--- src/rtl/core/iptp_pkg.sv ---
// ----------------------------------------------------------------------------
// iptp_pkg: shared types, constants and helpers
// Character codes, item kinds, precedence function and the stack cell command.
// ----------------------------------------------------------------------------
package iptp_pkg;

  localparam int SYM_W         = 8;
  localparam int STACK_DEPTH_D = 16;

  // item kind codes
  localparam logic KIND_CHAR = 1'b0;
  localparam logic KIND_END  = 1'b1;

  localparam logic [SYM_W-1:0] CH_PLUS  = 8'h2B;
  localparam logic [SYM_W-1:0] CH_MINUS = 8'h2D;
  localparam logic [SYM_W-1:0] CH_STAR  = 8'h2A;
  localparam logic [SYM_W-1:0] CH_SLASH = 8'h2F;
  localparam logic [SYM_W-1:0] CH_LPAR  = 8'h28;
  localparam logic [SYM_W-1:0] CH_RPAR  = 8'h29;

  // command broadcast to every stack cell
  typedef struct packed {
    logic push;
    logic pop;
  } stk_cmd_t;

  function automatic logic [1:0] prec(input logic [SYM_W-1:0] c);
    logic [1:0] p;
    p = 2'd0;
    if (c == CH_PLUS || c == CH_MINUS) p = 2'd1;
    if (c == CH_STAR || c == CH_SLASH) p = 2'd2;
    return p;
  endfunction

  function automatic logic is_alnum(input logic [SYM_W-1:0] c);
    return (c >= 8'h30 && c <= 8'h39) || (c >= 8'h41 && c <= 8'h5A) ||
           (c >= 8'h61 && c <= 8'h7A);
  endfunction

endpackage

--- src/rtl/core/iptp_cell.sv ---
// ----------------------------------------------------------------------------
// iptp_cell: one operator stack entry
// Shifts in from the upper neighbor on push, from the lower one on pop.
// ----------------------------------------------------------------------------
module iptp_cell import iptp_pkg::*; (
  input  logic             clk,
  input  stk_cmd_t         cmd,
  input  logic [SYM_W-1:0] upper_i,
  input  logic [SYM_W-1:0] lower_i,
  output logic [SYM_W-1:0] data_o
);

  logic [SYM_W-1:0] data_r;
  logic [SYM_W-1:0] data_nxt;

  always_comb begin
    data_nxt = data_r;
    if (cmd.push) begin
      data_nxt = upper_i;
    end else if (cmd.pop) begin
      data_nxt = lower_i;
    end
  end

  always_ff @(posedge clk) begin
    data_r <= data_nxt;
  end

  assign data_o = data_r;

endmodule

--- config.mk ---
export PLATFORM = sky130hd
export DESIGN_NAME = iptp_cell
export DESIGN_NICKNAME = d
export VERILOG_FILES = /design/src/rtl/core/iptp_pkg.sv /design/src/rtl/core/iptp_cell.sv
export SDC_FILE = /design/constraint.sdc
export NUM_CORES = 1
export LEC_CHECK = 0
export BUFFER_PORTS_ARGS = -buffer_cell sky130_fd_sc_hd__buf_4
export CORE_AREA = 3 3 40 42
export DETAILED_ROUTE_END_ITERATION = 12
export DIE_AREA = 0 0 43 45
export GPL_TIMING_DRIVEN = 0
export HOLD_SLACK_MARGIN = 0.15
export PLACE_DENSITY = 0.56
export RECOVER_POWER = 50
export SYNTH_ARGS = -nofsm -noshare
export SYNTH_HDL_FRONTEND = slang
export SYNTH_SLANG_ARGS = --single-unit
--- constraint.sdc ---
create_clock -name clk -period 1 [get_ports clk]
set_clock_uncertainty 0.1 [all_clocks]
set_input_delay 0.05 -clock clk [delete_from_list [all_inputs] [get_ports clk]]
set_output_delay 0.05 -clock clk [all_outputs]
set_load 0.02 [all_outputs]
== Word-level counts from Yosys, hierarchy flattened ==
Cells that the tools add are included.

* Register bits: 8

* Muxes and demuxes: 2
* Reduce and logical (&&, ||, !) cells: 1

{| class="wikitable"
|+ Operators with widths
! operator !! number
|-
| 8-bit 2-to-1 mux || 2
|-
| 2-bit nonzero test || 1
|}

== Longest topological paths before layout ==
* Word-level depth: 2
* Gate-level depth with buffers: 2
* Gate-level depth less buffers: 1

== Least setup slack after synthesis ==
Ideal clock, no wire load.

* Path type: input to register
* Start point: input port cmd[1] (netlist name)
* End point: register data_r[0] (netlist: data_o[0]) (enable)
* Arrival: 0.501 ns
* Data required time: 0.617 ns
* Setup slack: 0.116 ns
* Cell stages on the path: 2
* Path through: buf_6 > or2_1

* Longest elaborated chain between the ends: 1

{| class="wikitable"
|+ RTL lines
! item !! line !! RTL
|-
| start: declaration || iptp_cell.sv:7 || <nowiki>input stk_cmd_t cmd,</nowiki>
|-
| 2-bit nonzero test (no source line) || -- ||
|-
| end signal: assignment || iptp_cell.sv:26 || <nowiki>data_r <= data_nxt;</nowiki>
|-
| end: declaration || iptp_cell.sv:13 || <nowiki>logic [SYM_W-1:0] data_r;</nowiki>
|}

Every way passes these cells.
A chain may end at the register's enable or synchronous reset.

== Worst setup path after layout ==
* Start point: register data_r[3] (netlist: data_o[3])
* End point: output port data_o[3]

{| class="wikitable"
|+ RTL lines
! item !! line !! RTL
|-
| end: declaration || iptp_cell.sv:10 || <nowiki>output logic [SYM_W-1:0] data_o</nowiki>
|}

No word-level cell between the ends.

==> metrics.yaml <==
syn_area_per_cell_um2: 21.0
cts_tree: "done"
synth_top_cells_by_area: "edfxtp_1 64%, mux2_4 32%, buf_6 3.0%"
start_util_pct: 29.4
design_area_um2: 574
start_kind: "flip-flop"
period_share_pct: 94.1
run_status: "complete, but fails checks"
wl_per_cell_um: 14.6
holdCritStartpoint: "lower_i[6]"
crit_type: "reg -> out"
ir_worst_vdd_uv: 475
max-cap-violations: 0
rows: 13
worstPathMaxFanout: 1
num-nets-final: 67
antenna_left: 0
synth_top_area_share_pct: 63.6
area_growth_pct: 52.0
place.detailed.hpwl_um: 704
power_density_nw_per_um2: 1500
finalCoreUtilization_pct: 44.7
coreArea_um2: 1280
required_ps: 850
gp_congestion: 0.541
ios: 27
first_pass_iters: 4
p_leak_nw: 0.258
dpl_cell_area_um2: 584
mostFrequentLayoutCells: "25 x buf_4, 8 x edfxtp_1, 7 x mux2_1"
path_clk_slew_ps: 50
yosys.area.top_type: "edfxtp_1"
synth_seq_cells: 8
critPathArrivalTime_ps: 790
fin_hold_ws_ps: -12.6
cts_buffers: 3
syn_inst: 18
critical_path.top_delay_family: "flip-flops"
die_area_um2: 1940
postCtsSetupBuffers: 0
largest_reg_flops: 8
syn_nets: 37
drive_above_1_share_pct: 65.2
netlist_area_um2: 378
routed_wl_um: 892
crit_buf_inv: 1
die_x_um: 43
tightest_slew_ps: 333
die_h_um: 45
cts.sink_count: 8
synth_warnings: 0
via_per_inst: 4.52
fin_crit_ps: 941
grt_antenna_before_repair: 0
violations: "negative hold slack"
grt_pass1_vias: 301
grt_max_degree: 10
relSlewSlack_pct: 77.8
layoutNonFillerInstCount: 61
hold_class: "in -> reg"
antenna_cells: 0
finalMaxSlewViolations: 0
crit_chain: "buf_4"
clk_path_buf_depth: 2
regArea_um2: 240
rsz0062_at_grt: "no"
multi_input_area_um2: 100
crit_path_end_kind: "output pin"
setup_tns_ps: 0
final_common_cell: "buf_4"
cts-root-buf: "clkbuf_4"
seq_area_frac_synth_pct: 63.6
cts_max_level: 1
portBuffers: 25
num_vias: 276
setup_viol: 0
timing.critical_path.from: "data_o[3]"
crit_path_max_incr_delay_ps: 370
dp.cells: 58
ctsResizeCount: 0
overflow: 0
synth_cell_types: 4
grt_use_total_pct: 9.44
fillers: 129
critPathSlowestCell: "edfxtp_1"
drc_errors: 0
initialDrtViolationCount: 3
fmax_mhz: 1060
finalHoldViolCount: 5
grt_pass1_wl_mm: 1.24
[metrics by stage]
step                      worst slack, ps  total power, mW
after CTS                            45.6            0.895
after global routing                 28.5            0.885
after detailed placement             21.8            0.651
after floorplan                       116            0.536
final                                59.1            0.859
after global placement               55.3            0.641
[final timing paths]
| kind | depth (start not counted) | slack [ps] | to |
|---|---|---|---|
| worst max-delay path | 1 | 60 | data_o[3] |
| worst min-delay path | 2 | -10 | data_o[6] |
[final cells by class]
cell class	count	area share, %
multi-input cells	9	17.4
plain buffers	1	0.871
well taps	15	3.27
clock buffers	3	3.92
repair buffers	25	32.7
flip-flops and latches	8	41.8
[cell families (layout without fill, tap and decap cells)]
family | after synthesis | in the layout | share of synthesized area, %
muxes | 8 | 8 | 31.8
DFF | 8 | 8 | 63.6
and+or+nand+nor | 1 | 1 | 1.66
buffers and inverters | 1 | 29 | 2.98
[Yosys cell counts]
master,number
edfxtp_1,8
or2_1,1
mux2_4,8
buf_6,1
[power by group]
| group | internal, mW | switching, mW | leakage (nW) | total (mW) |
|---|---|---|---|---|
| logic | 0.105 | 0.0880 | 0.163 | 0.193 |
| clock network | 0.137 | 0.106 | 0.0138 | 0.243 |
| registers | 0.412 | 0.0107 | 0.0815 | 0.423 |
[layer usage]
metal | wire, um | track usage (%) | vias to the layer above | share of wire [%]
li1 | - | - | 126 | -
met1 | 259 | 6.48 | 131 | 29
met2 | 573 | 20.4 | 17 | 64
met3 | 54 | 2.39 | 2 | 6.1
met4 | 3 | 7.23 | 0 | 0.34
met5 | 0 | 0 | - | 0
No activity file was read; power rests on OpenSTA's default activity.
